File: src/deq_pkg.sv
`timescale 1ns / 1ps
// Shared types and codes for the double-ended queue core.
package deq_pkg;

  localparam int unsigned DataW = 32;

  typedef logic signed [DataW-1:0] data_t;

  // Operation codes carried on func_i.
  typedef enum logic [2:0] {
    FUNC_PUSH_FRONT = 3'd0,
    FUNC_PUSH_BACK  = 3'd1,
    FUNC_POP_FRONT  = 3'd2,
    FUNC_POP_BACK   = 3'd3,
    FUNC_CLEAR      = 3'd4
  } func_e;

  // Sequencer states.
  typedef enum logic {
    ST_IDLE,
    ST_RESULT
  } state_e;

  // Which cached end is refreshed from the store read.
  typedef enum logic [1:0] {
    RD_NONE,
    RD_FRONT,
    RD_BACK
  } rd_sel_e;

endpackage

File: src/double_ended_queue_core.sv
`timescale 1ns / 1ps
// Top level of the double-ended queue core: sequencer, pointers and result register.
//
//  channel | direction | handshake               | payload
//  --------+-----------+-------------------------+----------------------------------------
//  in      | sink      | in_valid_i / in_stall_o | func_i, value_i
//  out     | source    | out_valid_o/out_stall_i | ok_o, popped_value_o, front_value_o,
//          |           |                         | back_value_o, count_o, is_empty_o,
//          |           |                         | is_full_o
//
// Each beat is accepted in ST_IDLE, which updates head and count, writes the
// store on a push, or issues a read on a pop; ST_RESULT then takes the read data of
// the single store port and loads the result register once that register is free.
// Front and back elements are cached in registers, so each operation needs at most
// one store access; a pop refetches only the end it removed.
// Reset clears the sequencer, head, count and the result valid; the store is never
// read before written, so it needs no clearing.
// A stalled result holds in the output register; the next beat is still accepted, and
// its own result waits in the sequencer (store read data holds) until the register frees.
module double_ended_queue_core #(
  parameter int unsigned DEPTH = 16
) (
  input  logic                         clk_i,
  input  logic                         rst_ni,
  // input beats
  input  logic                         in_valid_i,
  output logic                         in_stall_o,
  input  logic [2:0]                   func_i,
  input  logic signed [31:0]           value_i,
  // result beats
  output logic                         out_valid_o,
  input  logic                         out_stall_i,
  output logic                         ok_o,
  output logic signed [31:0]           popped_value_o,
  output logic signed [31:0]           front_value_o,
  output logic signed [31:0]           back_value_o,
  output logic [$clog2(DEPTH+1)-1:0]   count_o,
  output logic                         is_empty_o,
  output logic                         is_full_o
);

  localparam int unsigned IdxW = $clog2(DEPTH);
  localparam int unsigned CntW = $clog2(DEPTH + 1);
  localparam int unsigned SumW = CntW + 1;
  localparam logic [IdxW-1:0] LastIdx = IdxW'(DEPTH - 1);
  localparam logic [CntW-1:0] FullCnt = CntW'(DEPTH);

  // (head + n - 1) mod DEPTH, n >= 1
  function automatic logic [IdxW-1:0] back_idx(input logic [IdxW-1:0] head,
                                               input logic [CntW-1:0] n);
    logic [SumW-1:0] s;
    s = SumW'(head) + SumW'(n) - SumW'(1);
    if (s >= SumW'(DEPTH)) begin
      s = s - SumW'(DEPTH);
    end
    return s[IdxW-1:0];
  endfunction

  // ---------------------------------------------------------------------------
  // State
  // ---------------------------------------------------------------------------
  deq_pkg::state_e  state_q, state_d;
  logic [IdxW-1:0]  head_q, head_d;
  logic [CntW-1:0]  cnt_q, cnt_d;
  deq_pkg::data_t   front_q, front_d;   // cached front element
  deq_pkg::data_t   back_q, back_d;     // cached back element
  logic             ok_q, ok_d;
  deq_pkg::data_t   popped_q, popped_d;
  deq_pkg::rd_sel_e rd_sel_q, rd_sel_d;

  logic             out_valid_q, out_valid_d;
  logic             out_ok_q;
  deq_pkg::data_t   out_popped_q, out_front_q, out_back_q;
  logic [CntW-1:0]  out_cnt_q;

  logic             accept;
  logic             load;
  logic             empty, full;

  // store port
  logic             ram_we, ram_re;
  logic [IdxW-1:0]  ram_addr;
  deq_pkg::data_t   ram_wdata, ram_rdata;

  deq_pkg::func_e   func;
  deq_pkg::data_t   res_front, res_back;
  logic [CntW-1:0]  cnt_dec;

  assign func    = deq_pkg::func_e'(func_i);
  assign empty   = (cnt_q == '0);
  assign full    = (cnt_q == FullCnt);
  assign cnt_dec = cnt_q - CntW'(1);

  // ---------------------------------------------------------------------------
  // Sequencer
  // ---------------------------------------------------------------------------
  always_comb begin
    state_d = state_q;
    unique case (state_q)
      deq_pkg::ST_IDLE:   if (in_valid_i) state_d = deq_pkg::ST_RESULT;
      deq_pkg::ST_RESULT: if (load) state_d = deq_pkg::ST_IDLE;
      default:            state_d = deq_pkg::ST_IDLE;
    endcase
  end

  always_comb begin
    in_stall_o = (state_q != deq_pkg::ST_IDLE);
    accept     = (state_q == deq_pkg::ST_IDLE) && in_valid_i;
    load       = (state_q == deq_pkg::ST_RESULT) && (!out_valid_q || !out_stall_i);
  end

  // ---------------------------------------------------------------------------
  // Operation decode at accept: pointers, store access, cached ends
  // ---------------------------------------------------------------------------
  always_comb begin
    head_d    = head_q;
    cnt_d     = cnt_q;
    front_d   = front_q;
    back_d    = back_q;
    ok_d      = ok_q;
    popped_d  = popped_q;
    rd_sel_d  = rd_sel_q;
    ram_we    = 1'b0;
    ram_re    = 1'b0;
    ram_addr  = head_q;
    ram_wdata = value_i;

    if (accept) begin
      ok_d     = 1'b0;
      popped_d = '0;
      rd_sel_d = deq_pkg::RD_NONE;
      unique case (func)
        deq_pkg::FUNC_PUSH_FRONT: begin
          if (!full) begin
            head_d   = (head_q == '0) ? LastIdx : head_q - IdxW'(1);
            ram_we   = 1'b1;
            ram_addr = head_d;
            cnt_d    = cnt_q + CntW'(1);
            front_d  = value_i;
            if (empty) back_d = value_i;
            ok_d     = 1'b1;
          end
        end
        deq_pkg::FUNC_PUSH_BACK: begin
          if (!full) begin
            cnt_d    = cnt_q + CntW'(1);
            ram_we   = 1'b1;
            ram_addr = back_idx(head_q, cnt_d);
            back_d   = value_i;
            if (empty) front_d = value_i;
            ok_d     = 1'b1;
          end
        end
        deq_pkg::FUNC_POP_FRONT: begin
          if (!empty) begin
            popped_d = front_q;
            head_d   = (head_q == LastIdx) ? '0 : head_q + IdxW'(1);
            cnt_d    = cnt_dec;
            ok_d     = 1'b1;
            if (cnt_dec != '0) begin
              ram_re   = 1'b1;
              ram_addr = head_d;
              rd_sel_d = deq_pkg::RD_FRONT;
            end
          end
        end
        deq_pkg::FUNC_POP_BACK: begin
          if (!empty) begin
            popped_d = back_q;
            cnt_d    = cnt_dec;
            ok_d     = 1'b1;
            if (cnt_dec != '0) begin
              ram_re   = 1'b1;
              ram_addr = back_idx(head_q, cnt_dec);
              rd_sel_d = deq_pkg::RD_BACK;
            end
          end
        end
        deq_pkg::FUNC_CLEAR: begin
          cnt_d  = '0;
          head_d = '0;
          ok_d   = 1'b1;
        end
        default: ;  // undefined code: no change, refused
      endcase
    end else if (load) begin
      // fold the refetched end into the cache
      front_d = res_front;
      back_d  = res_back;
    end
  end

  // Result view: the end just refetched comes straight from the store.
  always_comb begin
    res_front = (rd_sel_q == deq_pkg::RD_FRONT) ? ram_rdata : front_q;
    res_back  = (rd_sel_q == deq_pkg::RD_BACK)  ? ram_rdata : back_q;
  end

  always_comb begin
    out_valid_d = out_valid_q;
    if (load) begin
      out_valid_d = 1'b1;
    end else if (!out_stall_i) begin
      out_valid_d = 1'b0;
    end
  end

  // ---------------------------------------------------------------------------
  // Registers
  // ---------------------------------------------------------------------------
  always_ff @(posedge clk_i or negedge rst_ni) begin
    if (!rst_ni) begin
      state_q     <= deq_pkg::ST_IDLE;
      head_q      <= '0;
      cnt_q       <= '0;
      rd_sel_q    <= deq_pkg::RD_NONE;
      out_valid_q <= 1'b0;
    end else begin
      state_q     <= state_d;
      head_q      <= head_d;
      cnt_q       <= cnt_d;
      rd_sel_q    <= rd_sel_d;
      out_valid_q <= out_valid_d;
    end
  end

  always_ff @(posedge clk_i) begin
    front_q  <= front_d;
    back_q   <= back_d;
    ok_q     <= ok_d;
    popped_q <= popped_d;
  end

  always_ff @(posedge clk_i) begin
    if (load) begin
      out_ok_q     <= ok_q;
      out_popped_q <= popped_q;
      out_front_q  <= empty ? '0 : res_front;
      out_back_q   <= empty ? '0 : res_back;
      out_cnt_q    <= cnt_q;
    end
  end

  deq_ram #(
    .Depth (DEPTH)
  ) u_ram (
    .clk_i   (clk_i),
    .we_i    (ram_we),
    .re_i    (ram_re),
    .addr_i  (ram_addr),
    .wdata_i (ram_wdata),
    .rdata_o (ram_rdata)
  );

  assign out_valid_o    = out_valid_q;
  assign ok_o           = out_ok_q;
  assign popped_value_o = out_popped_q;
  assign front_value_o  = out_front_q;
  assign back_value_o   = out_back_q;
  assign count_o        = out_cnt_q;
  assign is_empty_o     = (out_cnt_q == '0);
  assign is_full_o      = (out_cnt_q == FullCnt);

  // ---------------------------------------------------------------------------
  // Assertions
  // ---------------------------------------------------------------------------
  a_cnt_bound: assert property (@(posedge clk_i) disable iff (!rst_ni)
    cnt_q <= FullCnt)
    else $error("element count exceeds depth");

  a_one_access: assert property (@(posedge clk_i) disable iff (!rst_ni)
    !(ram_we && ram_re))
    else $error("store written and read in the same cycle");

  a_accept_seq: assert property (@(posedge clk_i) disable iff (!rst_ni)
    accept |=> (state_q == deq_pkg::ST_RESULT) && in_stall_o)
    else $error("accepted beat did not enter the result phase");

  a_refetch_nonempty: assert property (@(posedge clk_i) disable iff (!rst_ni)
    (state_q == deq_pkg::ST_RESULT) && (rd_sel_q != deq_pkg::RD_NONE) |-> !empty)
    else $error("store refetch pending on an empty queue");

endmodule

File: src/deq_ram.sv
`timescale 1ns / 1ps
// Single-port synchronous element store with a registered read.
module deq_ram #(
  parameter int unsigned Depth = 16
) (
  input  logic                            clk_i,
  input  logic                            we_i,
  input  logic                            re_i,
  input  logic [$clog2(Depth)-1:0]        addr_i,
  input  deq_pkg::data_t                  wdata_i,
  output deq_pkg::data_t                  rdata_o
);

  deq_pkg::data_t mem_q [Depth];
  deq_pkg::data_t rdata_q;

  always_ff @(posedge clk_i) begin
    if (we_i) begin
      mem_q[addr_i] <= wdata_i;
    end
  end

  // Read data holds until the next read.
  always_ff @(posedge clk_i) begin
    if (re_i) begin
      rdata_q <= mem_q[addr_i];
    end
  end

  assign rdata_o = rdata_q;

endmodule
File: config.mk
export PLATFORM = sky130hd
export DESIGN_NAME = double_ended_queue_core
export DESIGN_NICKNAME = d
export VERILOG_FILES = /design/src/deq_pkg.sv /design/src/double_ended_queue_core.sv /design/src/deq_ram.sv
export SDC_FILE = /design/constraint.sdc
export NUM_CORES = 1
export LEC_CHECK = 0
export ABC_AREA = 1
export CAP_MARGIN = 10
export CORE_MARGIN = 1
export CORE_UTILIZATION = 47
export CTS_CLUSTER_SIZE = 8
export DETAILED_ROUTE_END_ITERATION = 10
export DONT_BUFFER_PORTS = 1
export GPL_TIMING_DRIVEN = 1
export HOLD_SLACK_MARGIN = 0.15
export PLACE_DENSITY = 0.67
export SYNTH_ARGS = -nofsm -noshare
export SYNTH_HDL_FRONTEND = slang
export SYNTH_SLANG_ARGS = --single-unit
export TNS_END_PERCENT = 50
File: constraint.sdc
create_clock -name clk_i -period 12.3 [get_ports clk_i]
set_input_delay 2.46 -clock clk_i [delete_from_list [all_inputs] [get_ports clk_i]]
set_output_delay 2.46 -clock clk_i [all_outputs]
set_load 0.02 [all_outputs]
== Word-level counts from Yosys, hierarchy flattened ==
Memories as Yosys holds them, arrays and structs flattened. A register that Yosys moved wholly into a read port is not among the register bits.
Cells that the tools add are included.

* Register bits after elaboration: 212
* Latch bits: 0
* Memory bits (writable): 512
* Memory bits (read-only): 0
* Input bits: 39
* Logic and storage cells: 117
* Memories kept: 1

{| class="wikitable"
|+ Memories
! memory !! depth !! width !! rd ports !! clocked after Yosys merged registers in !! write ports !! RTL line !! text
|-
| u_ram.mem_q || 16 || 32 || 1 || 1 || 1 || deq_ram.sv:14 || <nowiki>deq_pkg::data_t mem_q [Depth];</nowiki>
|}

* Add/subtract/negate cells: 10
* Multiply operators: 0
* Divide/modulo/power cells: 0
* Magnitude comparators: 2
* Eq/ne operators: 18
* Shifts and indexed selects: 0
* Mux-type cells: 52
* Bitwise logic cells: 1
* Reduce and logical (&&, ||, !) cells: 19

{| class="wikitable"
|+ Operators by type and width
! cell !! count
|-
| 2-to-1 mux 32 bit || 11
|-
| one-hot mux 32 bit (2 select lines) || 3
|-
| 2-to-1 mux 4 bit || 12
|-
| 2-to-1 mux 1 bit || 16
|-
| one-hot mux 4 bit (4 select lines) || 1
|-
| one-hot mux 5 bit (3 select lines) || 1
|-
| adder 4 x 5 -> 6 bit || 2
|-
| >= comparator 6 x 5 -> 1 bit, second input constant || 2
|-
| inequality test 3 bit, second input constant || 4
|-
| one-hot mux 4 bit (3 select lines) || 1
|-
| subtractor 4 x 1 -> 4 bit, second input constant || 3
|-
| subtractor 6 x 1 -> 6 bit, second input constant || 2
|-
| == test 5 bit, second input constant || 2
|-
| logical NOT 5 bit || 2
|-
| 2-to-1 mux 5 bit || 2
|-
| AND reduction 5 bit || 2
|-
| == test 3 x 2 -> 1 bit, second input constant || 2
|-
| inequality test 2 bit, second input constant || 3
|-
| nonzero test 3 bit || 2
|-
| adder 5 x 1 -> 5 bit, second input constant || 1
|-
| nonzero test 5 bit || 1
|-
| subtractor 5 x 1 -> 5 bit, second input constant || 1
|-
| adder 4 x 1 -> 4 bit, second input constant || 1
|-
| == test 4 bit, second input constant || 1
|-
| other kinds (20) || 24
|}

== Logic depth before layout (Yosys ltp) ==
* Word-level depth: 9
* Mapped depth: 23
* Gate-level depth less buffers: 22

== By module ==
From an unflattened synthesis, not the netlist that was laid out.

* Cell total of the unflattened synthesis: 2972
* Area, all modules: 32132.1 sq um

{| class="wikitable"
|+ Modules (own cells, without submodules)
! module !! instances !! cells each !! area an instance (sq um) !! sequential area each (sq um)
|-
| deq_ram || 1 || 2113 || 22534.1 || 16335.7
|-
| double_ended_queue_core || 1 || 859 || 9598.0 || 6301.0
|}

== Least setup slack after synthesis ==
Ideal clock, no wire load.

* Kind: in2reg
* Start: input func_i[2]
* End: memory u_ram.mem_q[14][0] (netlist bit), enable pin
* Arrival: 5.397 ns
* Required time: 11.879 ns
* Slack: 6.482 ns
* Stages: 13
* Path buffers: 3
* Path through: buf_2 nor3_1 nand2_1 o21ai_0 nand2_1 nand2_1 nand2_1 a21boi_2 inv_2 buf_2 buf_2 nand3_1 nor2_1

* Word-level cells in the longest chain between the ends: 6
* Elaborated cells between the ends (all ways): 11
* Classes of those cells: eq/ne (3); mux (6); reduce/logical (2)

{| class="wikitable"
|+ Ends and longest elaborated chain
! what !! RTL line !! text
|-
| start: declaration || double_ended_queue_core.sv:28 || <nowiki>input logic [2:0] func_i,</nowiki>
|-
| == test 3 x 1 -> 1 bit / logical NOT 3 bit (equally long branches) || double_ended_queue_core.sv:132 || <nowiki>unique case (func)</nowiki>
|-
| OR reduction 2 bit (no line) || n/a ||
|-
| 2-to-1 mux 1 bit || n/a ||
|-
| 2-to-1 mux 1 bit || double_ended_queue_core.sv:128 || <nowiki>if (accept) begin</nowiki>
|-
| 2-to-1 mux 1 bit || deq_ram.sv:18 || <nowiki>if (we_i) begin</nowiki>
|-
| 2-to-1 mux 1 bit (not written as such) || deq_ram.sv:19 || <nowiki>mem_q[addr_i] <= wdata_i;</nowiki>
|-
| end: declaration || deq_ram.sv:14 ||
|}

Parallel ways exist; a longest one is shown, timed or not.

== Worst setup path in the final report ==
* Start: input func_i[0]
* End: memory u_ram.mem_q[6][13] (netlist bit), enable pin

Same word-level chain as after synthesis.

==> impl_results.md <==
* Run status: completed
* Initial antenna violation count at 0
* Post-synth ARST share at 1.72%
* Hold WS at 0.407 ns
* Logic pwr share at 28.7%
* Non-Filler Instances at 3852
* Post-route DRC at 0
* Predominant post-synthesis flop cell: edfxtp_1
* Most frequent CP cell: inv_2
* ANT nets after route at 0
* Vias at 20981
* Setup Buffers After CTS at 0
* Worst-path cell chain: inv_2 > nor3_4 > inv_2 > nand2_1 > a21oi_2 > o21ai_1 > a21boi_4 > buf_4 > clkinv_2 > nand3_1 > nor2_4
* Die area at 0.0698 mm2
* Sw Ratio at 35.2%
* CP Max Fanout at 53
* Yosys warns at 0
* Buf/Inv on CP at 4
* Worst hold endpoint: popped_value_o[6]$_DFFE_PP_
* CP Data Required Time at 12.56 ns
* Final TNS setup at 0 ns
* Hold Crit Class: reg2reg
* Worst slew pin tran at 1.22 ns
* Yosys top cell area share at 69.1%
* Vias per cell at 5.45
* Number of placed I/O pins at 145
* Post-synthesis cell count at 2988
* R2r setup slk at 6.85 ns
* Commonest cells in the netlist: nand2_1 (1271), edfxtp_1 (743), nand3_1 (289), inv_1 (151), o21ai_0 (143)
* Arrival time worst endpoint at 6.71 ns
* Initial DRC count at 2189
* DR pass1 iterations at 8
* CTS Buffer Depth at 3
* Internal power at 5.31 mW
* Num CTS Buffers at 104
* Max-cap violations at 0
* Detail Placement HPWL at 44.7 mm
* Post-synthesis sequential area ratio at 70.1%
* Global-route wire length before repair at 119 mm
* Yosys top cell by area: edfxtp_1
* Delay of the slowest critical-path stage at 1.03 ns
* Flop pwr share at 40.5%
* Overall die width at 264 um
* Nets at 3006
* Crit Path Class: in2reg
* Most frequent cell after synthesis: nand2_1
* Share of layout cells above drive strength 1 at 6.28%
* Clock Power Share at 30.8%
* Fin. max-slew vios at 0
* Mapped Area at 0.0323 mm2
* Max_slew headroom at 17.9%
* Cells on Worst Hold Path at 0
* EDFF count, synth at 743
* Min-delay src: popped_q[6]$_DFFE_PP_
* Total global-route track usage at 22.0%
* Placed Cells at 3718
* Final setup violation count at 0
* Final clock skew at 0.0245 ns
* Synthesized area per cell at 10.8 um2
* Total Power at 8.20 mW
* Yosys cell types at 43
* Worst vdd ir at 133 uV
* FF+latch count, synth at 756
* Gr ovfl total at 0
* Pleak at 14.3 nW
* Worst slack at placement at 5.18 ns
* Tcrit/Tclk final at 52.5%
* Clk slew on worst S/H paths at 0.05 ns
* Worst Setup Start Kind: input pin
* GPL Wtd Cong at 0.887
* Crit path time final at 6.46 ns
* Final wirelength at 76.3 mm
* Worst skew pair latency at 0.67 ns
* Top post-synthesis cells by area: edfxtp_1 (69%), nand2_1 (15%), nand3_1 (4.5%)
* Final hold viol count at 0
* Worst setup EP type: flop
* R2R depth at 18
* Routed len/inst at 19.8 um
* Worst path slowest cell: nor2_4
* Reg2reg end: u_ram.mem_q[10][26]$_DFFE_PP_
* Pwr/cell area at 229 mW/mm2
* Mapped Nets at 3043
* CORE AREA at 0.0676 mm2
* Initial core utilization at 47.8%
* Met3 usage in global routing at 3.77%
* TritonCTS Sinks at 756
* Largest net degree at the start of global routing at 100
* H-tree depth at 3
* CTS tree: built
* CP top delay family: simple AND/OR/NAND/NOR gates
* Critical R2R Launch: cnt_q[0]$_DFFE_PN0P_
* RSZ-0062 raised after global routing: false
* IO buf count at 0
* CTS root buf: clkbuf_16
* Die Ht at 264 um
* Hold_buf cts at 0
* M2 GR Usage at 34.1%
* Fmax at 155 MHz
* Post-CTS Resized at 0
* Worst Slack Setup Final at 5.84 ns
* Busiest grt layer: met2
* Row count at 95
* P_sw at 2.89 mW
* Vias in the first global route at 20458
* Grt met1 use at 31.9%
* Synth-to-layout area growth at 10.7%
power groups by stage:
stage	Clock, mW	Combinational, mW	Sequential [mW]
global placement	0	2.30	3.37
detailed placement	0	2.33	3.37
global route	2.66	2.66	3.34
finish	2.52	2.35	3.33
CTS	2.56	2.34	3.33
floorplan	0	1.74	3.34
logic make-up after synthesis:
family	count (synthesis)	synth area share, %
AO/OA/AOI/OAI	189	3.30
XOR/XNOR	9	0.244
adder cells (fa/ha/maj)	16	0.666
buffers and inverters	332	4.49
flip-flops	756	70.1
multiplexers	13	0.403
AND/OR/NAND/NOR	1673	20.8
metal layers:
layer | up-vias | routed length, um
met5 | - | 0
met3 | 87 | 6290
met1 | 10062 | 33900
met4 | 0 | 1070
li1 | 9958 | -
met2 | 874 | 35100
state kept, by name, summed over array words and instances (netlist names), 5 cells and up:
signal          cells
count_o             5
front_value_o      32
back_q             32
popped_q           32
popped_value_o     32
u_ram.mem_q       512
cnt_q               5
u_ram.rdata_o      32
front_q            32
back_value_o       32
final cells by class:
class	count	area, um2
Antenna cell	3	7.51
Clock buffer	124	2700
Clock inverter	7	129
Fill cell	5640	31900
Inverter	167	633
Multi-Input combinational cell	1900	8390
Sequential cell	756	22600
Tap cell	873	1090
Timing Repair Buffer	22	165
per-stage QoR:
step	utilization (%)	area (um2)
5_1_grt	52.8	35700
6_report	52.9	35700
4_1_cts	52.8	35700
3_5_place_dp	48.7	32900
2_1_floorplan	-	32300
3_3_place_gp	48.7	32900
worst max path at each step:
stage,startpoint,end,cells past startpoint
2_1_floorplan,func_i[2],u_ram.mem_q[14][0]$_DFFE_PP_,13
3_3_place_gp,func_i[0],u_ram.mem_q[7][10]$_DFFE_PP_,11
3_5_place_dp,func_i[0],u_ram.mem_q[7][10]$_DFFE_PP_,11
4_1_cts,func_i[0],u_ram.mem_q[7][21]$_DFFE_PP_,11
5_1_grt,func_i[0],u_ram.mem_q[7][24]$_DFFE_PP_,11
6_report,func_i[0],u_ram.mem_q[6][13]$_DFFE_PP_,11
layout by cell type, fill, tap and decap left out, types with 3 or more instances in the layout:
cell       instances
a21oi_1            3
a31oi_1            3
buf_4             22
clkbuf_1          19
clkbuf_16        105
dfrtp_1           13
diode_2            3
edfxtp_1         743
ha_1              14
inv_1            149
inv_2             14
mux2i_1           13
nand2_1         1268
nand2_2            4
nand3_1          289
nor2_1            80
nor2_2             3
nor2_4            18
o211ai_1           3
o21ai_0          143
o21ai_1            4
o22ai_1            5
o32ai_1           19
xnor2_1            4
xor2_1             5
Power figures use the tool's default switching activity.
